## config.mk

```make
export PLATFORM = sky130hd
export DESIGN_NAME = crank_trigger_angle_speed_decoder_flat
export DESIGN_NICKNAME = d
export VERILOG_FILES = /design/src/ctad_pkg.sv /design/src/ctad_in_if.sv /design/src/ctad_out_if.sv /design/src/ctad_cfg_if.sv /design/src/ctad_cfg.sv /design/src/ctad_core.sv /design/src/crank_trigger_angle_speed_decoder.sv /design/src/flat_wrapper.sv
export SDC_FILE = /design/constraint.sdc
export NUM_CORES = 1
export LEC_CHECK = 0
export BUFFER_PORTS_ARGS = -buffer_cell sky130_fd_sc_hd__buf_2
export CORE_ASPECT_RATIO = 1.75
export CORE_UTILIZATION = 50
export CTS_CLUSTER_SIZE = 10
export DETAILED_ROUTE_END_ITERATION = 6
export GPL_TIMING_DRIVEN = 0
export MAX_ROUTING_LAYER = met4
export PLACE_DENSITY = 0.67
export SLEW_MARGIN = 20
export SYNTH_ARGS = -nofsm -noshare
export SYNTH_HDL_FRONTEND = slang
export SYNTH_HIERARCHICAL = 1
export SYNTH_SLANG_ARGS = --single-unit
```

## constraint.sdc

```tcl
create_clock -name clk -period 8.95 [get_ports clk]
set_input_delay 0 -clock clk [delete_from_list [all_inputs] [get_ports clk]]
set_output_delay 0 -clock clk [all_outputs]
set_load 0.005 [all_outputs]
```

## src/ctad_pkg.sv

```systemverilog
// Shared types and constants for the crank trigger angle and speed decoder.
// Used by the configuration interface, the register bank, the core and the top level.
`timescale 1ns / 1ps

package ctad_pkg;

  localparam int CFG_ANGLE_W = 13;
  localparam int CFG_TIMER_W = 16;
  localparam int CFG_DATA_W  = 16;
  localparam int CFG_IDX_W   = 8;

  localparam logic [CFG_IDX_W-1:0] CFG_IDX_PULSE = CFG_IDX_W'(0);
  localparam logic [CFG_IDX_W-1:0] CFG_IDX_SYNC  = CFG_IDX_W'(1);
  localparam logic [CFG_IDX_W-1:0] CFG_IDX_CYCLE = CFG_IDX_W'(2);
  localparam logic [CFG_IDX_W-1:0] CFG_IDX_TMAX  = CFG_IDX_W'(3);

  localparam logic [CFG_ANGLE_W-1:0] PULSE_ANGLE_RST = CFG_ANGLE_W'(300);
  localparam logic [CFG_ANGLE_W-1:0] SYNC_ANGLE_RST  = CFG_ANGLE_W'(0);
  localparam logic [CFG_ANGLE_W-1:0] CYCLE_ANGLE_RST = CFG_ANGLE_W'(7200);
  localparam logic [CFG_TIMER_W-1:0] TIMER_MAX_RST   = CFG_TIMER_W'(65535);

  typedef enum logic [1:0] {
    REQ_SYNC     = 2'd0,
    REQ_CAPTURE  = 2'd1,
    REQ_OVERFLOW = 2'd2
  } req_t;

  typedef struct packed {
    logic [CFG_ANGLE_W-1:0] pulse_angle;
    logic [CFG_ANGLE_W-1:0] sync_angle;
    logic [CFG_ANGLE_W-1:0] cycle_angle;
    logic [CFG_TIMER_W-1:0] timer_max;
  } cfg_t;

  typedef struct packed {
    logic cause;
    logic trigger_fire;
    logic angle_valid;
    logic period_valid;
  } res_flags_t;

endpackage

```

## src/ctad_in_if.sv

```systemverilog
// Input event channel: valid/ready handshake with request kind and capture value.
// Standalone, no package dependency.
`timescale 1ns / 1ps

interface ctad_in_if #(
  parameter int TIMER_WIDTH = 16
) ();
  logic                   valid;
  logic                   ready;
  logic [1:0]             req_type;
  logic [TIMER_WIDTH-1:0] capture_value;

  modport source (output valid, req_type, capture_value, input ready);
  modport sink   (input valid, req_type, capture_value, output ready);
endinterface

```

## src/ctad_out_if.sv

```systemverilog
// Result channel: valid/ready handshake with angle and tooth period payload.
// Standalone, no package dependency.
`timescale 1ns / 1ps

interface ctad_out_if #(
  parameter int TIMER_WIDTH = 16,
  parameter int ANGLE_WIDTH = 13
) ();
  logic                   valid;
  logic                   ready;
  logic                   cause;
  logic                   trigger_fire;
  logic [ANGLE_WIDTH-1:0] angle;
  logic                   angle_valid;
  logic [TIMER_WIDTH-1:0] period;
  logic                   period_valid;

  modport source (output valid, cause, trigger_fire, angle, angle_valid, period,
                  period_valid, input ready);
  modport sink   (input valid, cause, trigger_fire, angle, angle_valid, period,
                  period_valid, output ready);
endinterface

```

## src/ctad_cfg_if.sv

```systemverilog
// Configuration write channel: valid/ready handshake with register index and data.
// Depends on ctad_pkg for the index and data widths.
`timescale 1ns / 1ps

interface ctad_cfg_if import ctad_pkg::*; ();
  logic                  valid;
  logic                  ready;
  logic [CFG_IDX_W-1:0]  index;
  logic [CFG_DATA_W-1:0] data;

  modport source (output valid, index, data, input ready);
  modport sink   (input valid, index, data, output ready);
endinterface

```

## src/ctad_cfg.sv

```systemverilog
// Configuration register bank: takes write beats and holds the four settings.
// Depends on ctad_pkg and ctad_cfg_if.
`timescale 1ns / 1ps

module ctad_cfg import ctad_pkg::*; (
  input  logic        clk,
  input  logic        rst_n,
  ctad_cfg_if.sink    cfg_ch,
  output cfg_t        cfg
);

  cfg_t cfg_r;
  cfg_t cfg_nxt;

  assign cfg_ch.ready = 1'b1;
  assign cfg          = cfg_r;

  always_comb begin
    cfg_nxt = cfg_r;
    if (cfg_ch.valid) begin
      unique case (cfg_ch.index)
        CFG_IDX_PULSE: cfg_nxt.pulse_angle = cfg_ch.data[CFG_ANGLE_W-1:0];
        CFG_IDX_SYNC:  cfg_nxt.sync_angle  = cfg_ch.data[CFG_ANGLE_W-1:0];
        CFG_IDX_CYCLE: cfg_nxt.cycle_angle = cfg_ch.data[CFG_ANGLE_W-1:0];
        CFG_IDX_TMAX:  cfg_nxt.timer_max   = cfg_ch.data[CFG_TIMER_W-1:0];
        default: ;
      endcase
    end
  end

  always_ff @(posedge clk) begin
    if (!rst_n) begin
      cfg_r.pulse_angle <= PULSE_ANGLE_RST;
      cfg_r.sync_angle  <= SYNC_ANGLE_RST;
      cfg_r.cycle_angle <= CYCLE_ANGLE_RST;
      cfg_r.timer_max   <= TIMER_MAX_RST;
    end else begin
      cfg_r <= cfg_nxt;
    end
  end

endmodule

```

## src/ctad_core.sv

```systemverilog
// Decoder state and per-event logic: sync flag, angle tracking, period measurement
// and loss-of-signal detection. Depends on ctad_pkg.
`timescale 1ns / 1ps

module ctad_core import ctad_pkg::*; #(
  parameter int TIMER_WIDTH = 16,
  parameter int ANGLE_WIDTH = 13
) (
  input  logic                   clk,
  input  logic                   rst_n,
  input  logic                   step,
  input  logic [1:0]             req_type,
  input  logic [TIMER_WIDTH-1:0] capture,
  input  cfg_t                   cfg,
  output logic                   res_valid,
  output res_flags_t             res_flags,
  output logic [ANGLE_WIDTH-1:0] res_angle,
  output logic [TIMER_WIDTH-1:0] res_period
);

  localparam int SUM_W = ((ANGLE_WIDTH > CFG_ANGLE_W) ? ANGLE_WIDTH : CFG_ANGLE_W) + 1;

  logic                   sync_pending_r, sync_pending_nxt;
  logic [ANGLE_WIDTH-1:0] angle_r, angle_nxt;
  logic                   angle_known_r, angle_known_nxt;
  logic [TIMER_WIDTH-1:0] last_cap_r, last_cap_nxt;
  logic                   last_cap_vld_r, last_cap_vld_nxt;
  logic                   ovf_seen_r, ovf_seen_nxt;

  logic [SUM_W-1:0]       angle_sum;
  logic [SUM_W-1:0]       angle_wrap;
  logic [ANGLE_WIDTH-1:0] angle_adv;
  logic [TIMER_WIDTH-1:0] tmax_ext;
  logic [TIMER_WIDTH-1:0] period_raw;

  assign angle_sum  = SUM_W'(angle_r) + SUM_W'(cfg.pulse_angle);
  assign angle_wrap = (angle_sum >= SUM_W'(cfg.cycle_angle)) ?
                      angle_sum - SUM_W'(cfg.cycle_angle) : angle_sum;
  assign angle_adv  = ANGLE_WIDTH'(angle_wrap);

  assign tmax_ext   = TIMER_WIDTH'(cfg.timer_max);
  assign period_raw = (capture >= last_cap_r) ? capture - last_cap_r
                                              : tmax_ext + TIMER_WIDTH'(1) - last_cap_r + capture;

  always_comb begin
    sync_pending_nxt = sync_pending_r;
    angle_nxt        = angle_r;
    angle_known_nxt  = angle_known_r;
    last_cap_nxt     = last_cap_r;
    last_cap_vld_nxt = last_cap_vld_r;
    ovf_seen_nxt     = ovf_seen_r;
    res_valid        = 1'b0;
    res_flags        = '0;
    res_angle        = '0;
    res_period       = '0;
    if (step) begin
      unique case (req_type)
        REQ_SYNC: begin
          sync_pending_nxt = 1'b1;
        end
        REQ_CAPTURE: begin
          if (sync_pending_r) begin
            angle_nxt        = ANGLE_WIDTH'(cfg.sync_angle);
            angle_known_nxt  = 1'b1;
            sync_pending_nxt = 1'b0;
          end else if (angle_known_r) begin
            angle_nxt = angle_adv;
          end
          last_cap_nxt           = capture;
          last_cap_vld_nxt       = 1'b1;
          ovf_seen_nxt           = 1'b0;
          res_valid              = 1'b1;
          res_flags.trigger_fire = 1'b1;
          res_flags.angle_valid  = angle_known_nxt;
          res_flags.period_valid = last_cap_vld_r;
          res_angle              = angle_known_nxt ? angle_nxt : '0;
          res_period             = last_cap_vld_r ? period_raw : '0;
        end
        REQ_OVERFLOW: begin
          if (ovf_seen_r) begin
            last_cap_vld_nxt = 1'b0;
            angle_known_nxt  = 1'b0;
            angle_nxt        = '0;
            res_valid        = 1'b1;
            res_flags.cause  = 1'b1;
          end
          ovf_seen_nxt = 1'b1;
        end
        default: ;
      endcase
    end
  end

  always_ff @(posedge clk) begin
    if (!rst_n) begin
      sync_pending_r <= 1'b0;
      angle_r        <= '0;
      angle_known_r  <= 1'b0;
      last_cap_r     <= '0;
      last_cap_vld_r <= 1'b0;
      ovf_seen_r     <= 1'b0;
    end else begin
      sync_pending_r <= sync_pending_nxt;
      angle_r        <= angle_nxt;
      angle_known_r  <= angle_known_nxt;
      last_cap_r     <= last_cap_nxt;
      last_cap_vld_r <= last_cap_vld_nxt;
      ovf_seen_r     <= ovf_seen_nxt;
    end
  end

endmodule

```

## src/crank_trigger_angle_speed_decoder.sv

```systemverilog
// Crank trigger angle and speed decoder, top level.
// Depends on ctad_pkg, the three channel interfaces, ctad_cfg and ctad_core.
//
// Usage:
//   in_ch   event beats: sync edge, tooth capture (with timer value) or timer overflow.
//   out_ch  result beats: tooth update (angle, period) or loss-of-signal timeout.
//   cfg_ch  register writes, index 0 to 3: pulse, sync and cycle angle, timer max.
//           Always ready; write only while no event is in flight.
// Timing:
//   An accepted beat lands in the input register and is decoded while it sits there;
//   its result, if any, is loaded into the output register once that register can
//   advance. One beat per cycle is sustained while out_ch.ready is high; the state
//   update of one event and the output load happen in the same cycle, so back-to-back
//   events chain. Sync edges, first overflows and unused request codes give no result.
// Stall:
//   While the output register holds an untaken result, the input register holds its
//   beat; in_ch.ready stays high as long as the input register is empty.
// Reset:
//   rst_n clears both pipeline stages, the decoder state (angle unknown, no previous
//   capture, no pending sync) and loads the register defaults.
`timescale 1ns / 1ps

module crank_trigger_angle_speed_decoder import ctad_pkg::*; #(
  parameter int TIMER_WIDTH = 16,
  parameter int ANGLE_WIDTH = 13
) (
  input  logic       clk,
  input  logic       rst_n,
  ctad_in_if.sink    in_ch,
  ctad_out_if.source out_ch,
  ctad_cfg_if.sink   cfg_ch
);

  cfg_t                   cfg;
  logic                   in_vld_r;
  logic [1:0]             in_req_r;
  logic [TIMER_WIDTH-1:0] in_cap_r;
  logic                   advance;
  logic                   step;

  logic                   res_valid;
  res_flags_t             res_flags;
  logic [ANGLE_WIDTH-1:0] res_angle;
  logic [TIMER_WIDTH-1:0] res_period;

  logic                   out_vld_r;
  res_flags_t             out_flags_r;
  logic [ANGLE_WIDTH-1:0] out_angle_r;
  logic [TIMER_WIDTH-1:0] out_period_r;

  assign advance     = !out_vld_r || out_ch.ready;
  assign step        = in_vld_r && advance;
  assign in_ch.ready = !in_vld_r || advance;

  ctad_cfg u_cfg (
    .clk    (clk),
    .rst_n  (rst_n),
    .cfg_ch (cfg_ch),
    .cfg    (cfg)
  );

  ctad_core #(
    .TIMER_WIDTH (TIMER_WIDTH),
    .ANGLE_WIDTH (ANGLE_WIDTH)
  ) u_core (
    .clk        (clk),
    .rst_n      (rst_n),
    .step       (step),
    .req_type   (in_req_r),
    .capture    (in_cap_r),
    .cfg        (cfg),
    .res_valid  (res_valid),
    .res_flags  (res_flags),
    .res_angle  (res_angle),
    .res_period (res_period)
  );

  always_ff @(posedge clk) begin
    if (!rst_n) begin
      in_vld_r <= 1'b0;
    end else if (in_ch.ready) begin
      in_vld_r <= in_ch.valid;
    end
  end

  always_ff @(posedge clk) begin
    if (in_ch.valid && in_ch.ready) begin
      in_req_r <= in_ch.req_type;
      in_cap_r <= in_ch.capture_value;
    end
  end

  always_ff @(posedge clk) begin
    if (!rst_n) begin
      out_vld_r <= 1'b0;
    end else if (advance) begin
      out_vld_r <= step && res_valid;
    end
  end

  always_ff @(posedge clk) begin
    if (step && res_valid) begin
      out_flags_r  <= res_flags;
      out_angle_r  <= res_angle;
      out_period_r <= res_period;
    end
  end

  assign out_ch.valid        = out_vld_r;
  assign out_ch.cause        = out_flags_r.cause;
  assign out_ch.trigger_fire = out_flags_r.trigger_fire;
  assign out_ch.angle        = out_angle_r;
  assign out_ch.angle_valid  = out_flags_r.angle_valid;
  assign out_ch.period       = out_period_r;
  assign out_ch.period_valid = out_flags_r.period_valid;

`ifndef SYNTHESIS
  a_capture_yields_beat: assert property (@(posedge clk) disable iff (!rst_n)
    step && in_req_r == REQ_CAPTURE |=> out_vld_r)
    else $error("capture event produced no result beat");

  a_stalled_item_held: assert property (@(posedge clk) disable iff (!rst_n)
    in_vld_r && !advance |=> in_vld_r)
    else $error("pending input beat dropped while stalled");

  a_timeout_clean: assert property (@(posedge clk) disable iff (!rst_n)
    out_vld_r && out_flags_r.cause |->
      !out_flags_r.trigger_fire && !out_flags_r.angle_valid && !out_flags_r.period_valid)
    else $error("timeout beat carries tooth data");

  a_update_fires: assert property (@(posedge clk) disable iff (!rst_n)
    out_vld_r && !out_flags_r.cause |-> out_flags_r.trigger_fire)
    else $error("tooth update beat without trigger fire");
`endif

endmodule
```

## src/flat_wrapper.sv

```systemverilog
// flat-port wrapper written by rule: the top's interface ports become plain ports
module crank_trigger_angle_speed_decoder_flat import ctad_pkg::*;
#(
  parameter int TIMER_WIDTH = 16,
  parameter int ANGLE_WIDTH = 13
)
  (clk, rst_n, in_ch_valid, in_ch_req_type, in_ch_capture_value, in_ch_ready, out_ch_valid, out_ch_cause, out_ch_trigger_fire, out_ch_angle, out_ch_angle_valid, out_ch_period, out_ch_period_valid, out_ch_ready, cfg_ch_valid, cfg_ch_index, cfg_ch_data, cfg_ch_ready);
  ctad_in_if #(.TIMER_WIDTH(TIMER_WIDTH)) in_ch_i ();
  ctad_out_if #(.TIMER_WIDTH(TIMER_WIDTH), .ANGLE_WIDTH(ANGLE_WIDTH)) out_ch_i ();
  ctad_cfg_if cfg_ch_i ();
  input  logic clk;
  input  logic rst_n;
  input wire logic [$bits(in_ch_i.valid)-1:0] in_ch_valid;
  input wire logic [$bits(in_ch_i.req_type)-1:0] in_ch_req_type;
  input wire logic [$bits(in_ch_i.capture_value)-1:0] in_ch_capture_value;
  output wire logic [$bits(in_ch_i.ready)-1:0] in_ch_ready;
  output wire logic [$bits(out_ch_i.valid)-1:0] out_ch_valid;
  output wire logic [$bits(out_ch_i.cause)-1:0] out_ch_cause;
  output wire logic [$bits(out_ch_i.trigger_fire)-1:0] out_ch_trigger_fire;
  output wire logic [$bits(out_ch_i.angle)-1:0] out_ch_angle;
  output wire logic [$bits(out_ch_i.angle_valid)-1:0] out_ch_angle_valid;
  output wire logic [$bits(out_ch_i.period)-1:0] out_ch_period;
  output wire logic [$bits(out_ch_i.period_valid)-1:0] out_ch_period_valid;
  input wire logic [$bits(out_ch_i.ready)-1:0] out_ch_ready;
  input wire logic [$bits(cfg_ch_i.valid)-1:0] cfg_ch_valid;
  input wire logic [$bits(cfg_ch_i.index)-1:0] cfg_ch_index;
  input wire logic [$bits(cfg_ch_i.data)-1:0] cfg_ch_data;
  output wire logic [$bits(cfg_ch_i.ready)-1:0] cfg_ch_ready;
  assign in_ch_i.valid = in_ch_valid;
  assign in_ch_i.req_type = in_ch_req_type;
  assign in_ch_i.capture_value = in_ch_capture_value;
  assign in_ch_ready = in_ch_i.ready;
  assign out_ch_valid = out_ch_i.valid;
  assign out_ch_cause = out_ch_i.cause;
  assign out_ch_trigger_fire = out_ch_i.trigger_fire;
  assign out_ch_angle = out_ch_i.angle;
  assign out_ch_angle_valid = out_ch_i.angle_valid;
  assign out_ch_period = out_ch_i.period;
  assign out_ch_period_valid = out_ch_i.period_valid;
  assign out_ch_i.ready = out_ch_ready;
  assign cfg_ch_i.valid = cfg_ch_valid;
  assign cfg_ch_i.index = cfg_ch_index;
  assign cfg_ch_i.data = cfg_ch_data;
  assign cfg_ch_ready = cfg_ch_i.ready;
  crank_trigger_angle_speed_decoder #(.TIMER_WIDTH(TIMER_WIDTH), .ANGLE_WIDTH(ANGLE_WIDTH)) u_core (.clk(clk), .rst_n(rst_n), .in_ch(in_ch_i), .out_ch(out_ch_i), .cfg_ch(cfg_ch_i));
endmodule
```

==> flow_summary.toml <==
[grt]
first_global_vias = 7543
use_met1 = 0.2786
overflow = 0
grt_max_degree = 22
grt_pass1_wl_um = 37940
busiest_layer = "met2"
antenna_found_initial = 0
grtUsageTotal = 0.2872
use_met3 = 0.03899
grt_use_met2 = 0.5158

[worst_setup_path]
cpPeakStageDelay_ns = 0.56
required_ns = 9.09
path_cells = "ha_1 > inv_1 > fa_1 > nor2b_1 > o21a_1 > o21ai_1 > nand2b_1 > a21oi_1 > xnor2_1 > ha_1 > nand4_1 > a211oi_1 > o221ai_1 > a21oi_1 > o21a_1 > nor2_2 > buf_4 > mux2i_1 > a211oi_1"
critPathSlowestCell = "a211oi_1"
worstSetupPathType = "register to register"
ff2ff_setup_slack_ns = 4.28
worstPathArrival_ns = 4.81
start_kind = "register"
crit_path_end_kind = "register"
cp_max_fo = 10

[yosys]
yosysSeqAreaShare = 0.3722
yosys.area.top_type = "dfxtp_1"
yosysWarnings = 6
avgSynthCellArea_um2 = 9.156
ys_types = 75
synth_area_leaders = "dfxtp_1 20%, edfxtp_1 17%, ha_1 8.5%"
yosysTopAreaCellShare = 0.2012
postSynthCellCount = 978
synth_edf_count = 51
ys_seq_elements = 141
synthArstFlopShare = 0
syn_area_um2 = 8955
syn_nets = 1104
synth_ff_type = "dfxtp_1"

[cts]
ctsHtreeMaxLevel = 4
cts_buffers = 17
cts_sinks = 141
path_clk_slew_ns = 0.06
cts_resized = 0
clock_latency_ns = 0.42
cts_tree = "yes"
cts_root_buffer = "clkbuf_16"
clock_path_buffers = 2

[finish]
antennaDiodeCount = 0
seqCellArea_um2 = 3333
fillers = 1524
fin_nets = 1249
area_growth_pct = 20.22
drive_gt1_frac = 0.1276
multi_input_area_um2 = 5034

[floorplan]
die_y_um = 179.0
rows = 64
die_area_um2 = 18470
core_area_um2 = 17540
fp.dieW_um = 103.2
start_util = 0.5106
ios = 83

[timing]
fmax_ghz = 0.2141
worstMarginPinSlew_ns = 0.9727
fin_crit_sh = 0.5219
skew_ns = 0.007230
hold_viol = 0
setup_viol = 0
maxSlewHeadroom = 0.3472
maxSlewViolCount = 0
setup_tns_ns = 0
min_period_ns = 4.671
rsz0062_at_grt = "false"

[route]
routed_wl_um = 24150
via_per_inst = 5.418
first_iter_violations = 335
via_count = 7406
antenna_left = 0
drc_errors = 0
wl_per_cell_um = 17.66
firstDrtPassIters = 7

[power]
ir_drop_mv = 0.1371
p_leak_uw = 0.004764
power_density_nw_per_um2 = 161.1
p_total_uw = 1734

[placed_design]
place.port_buffers = 81
hpwlAfterDp_um = 18790
routabilityCongestion = 0.9426

[outcome]
status = "completed"

[run]
cap_violations = 0

[min_path]
hold_class = "primary input to register"
==> worst max-delay path, delay by kind of cell, from the launching register on <==
kind | cells | cell delay, ns
mux | 1 | 0.17
buf+inv | 2 | 0.26
xor+xnor | 1 | 0.15
fa+ha+maj | 3 | 0.94
compound gates | 8 | 2.00
simple gates | 4 | 0.48
flops | 1 | 0.37
==> cell usage after synthesis (all sizes together), types with 13 or more instances <==
cell type	number
nand2	112
inv	108
clkbuf	25
a211oi	13
fa	18
edfxtp	51
xnor2	33
ha	61
a21oi	59
nor2b	61
o21ai	30
mux2i	65
nor3	21
nor2	72
dfxtp	90
a21o	16
==> flip-flops by register name, summed over array words and instances, names as in the netlist, 2 cells and up <==
name and count:
u_core/u_cfg/cfg 55, u_core/in_cap_r 16, u_core/out_ch.period 16, u_core/u_core/last_cap_r 16, u_core/out_ch.angle 13, u_core/u_core/angle_r 13
u_core/in_req_r 2
==> report_power, final <==
group | internal, µW | total [µW] | switching, µW
sequential | 675 | 687 | 12.0
clock | 446 | 741 | 295
combinational | 132 | 306 | 174
==> kinds of logic after synthesis <==
group | count (synthesis) | share of synthesized area
AND/OR/NAND/NOR | 317 | 0.1768
AO/OA/AOI/OAI | 181 | 0.1341
buffers and inverters | 144 | 0.06777
flip-flops | 141 | 0.3722
adder cells (fa/ha/maj) | 79 | 0.1255
multiplexers | 71 | 0.08020
XOR/XNOR | 44 | 0.04303
other | 1 | 0.0004188
==> stage by stage <==
| stage | instances | utilization | hold slack (ns) | cell area (µm²) | setup WS [ns] |
|---|---|---|---|---|---|
| after global placement | 1290 | 0.5502 | 0.1772 | 9649 | 4.438 |
| after global routing | 1367 | 0.6139 | 0.01997 | 10770 | 4.005 |
| after floorplan | 978 | - | 0.08294 | 8955 | 5.172 |
| final | 1367 | 0.6139 | 0.02081 | 10770 | 4.279 |
| after CTS | 1367 | 0.6139 | 0.0001114 | 10770 | 4.398 |
| after detailed placement | 1291 | 0.5529 | 0.1789 | 9696 | 4.433 |
==> layer usage <==
layer	wire length, µm	up-vias
li1	-	3652
met1	8642	3461
met2	13170	207
met3	766	86
met4	1570	0
met5	0	-
==> worst paths after layout <==
path | from | cells after the start | endpoint
hold reg to reg | u_core/u_cfg/cfg[39]$_SDFFE_PN0P_ | 2 | u_core/u_cfg/cfg[39]$_SDFFE_PN0P_
setup / recovery | u_core/u_core/angle_r[0]$_SDFFE_PN0P_ | 19 | u_core/out_ch.angle[2]$_DFFE_PP_
setup reg to reg | u_core/u_core/angle_r[0]$_SDFFE_PN0P_ | 19 | u_core/out_ch.angle[2]$_DFFE_PP_
hold / removal | cfg_ch_index[1] | 3 | u_core/u_cfg/cfg[2]$_SDFFE_PN1P_
==> layout make-up <==
class,instances,area share
Buffer,36,0.01871
Sequential cell,141,0.3096
Tap cell,231,0.02685
Timing Repair Buffer,126,0.08113
Clock buffer,21,0.04777
Multi-Input combinational cell,693,0.4676
Clock inverter,11,0.01069
Inverter,108,0.03766
==> repair_timing <==
item,CTS,global route
endpoints found under the hold margin,72,0
hold buffers,44,0
buffers inserted,0,0
==> layout by cell type, fill, tap and decap left out, types with 44 or more instances in the layout <==
cell type / count
a21oi_1: 59
dfxtp_1: 90
edfxtp_1: 51
dlygate4sd3_1: 44
nand2_1: 112
mux2i_1: 65
nor2_1: 70
buf_2: 84
inv_1: 106
nor2b_1: 59
ha_1: 61
Power figures use the tool's default switching activity.
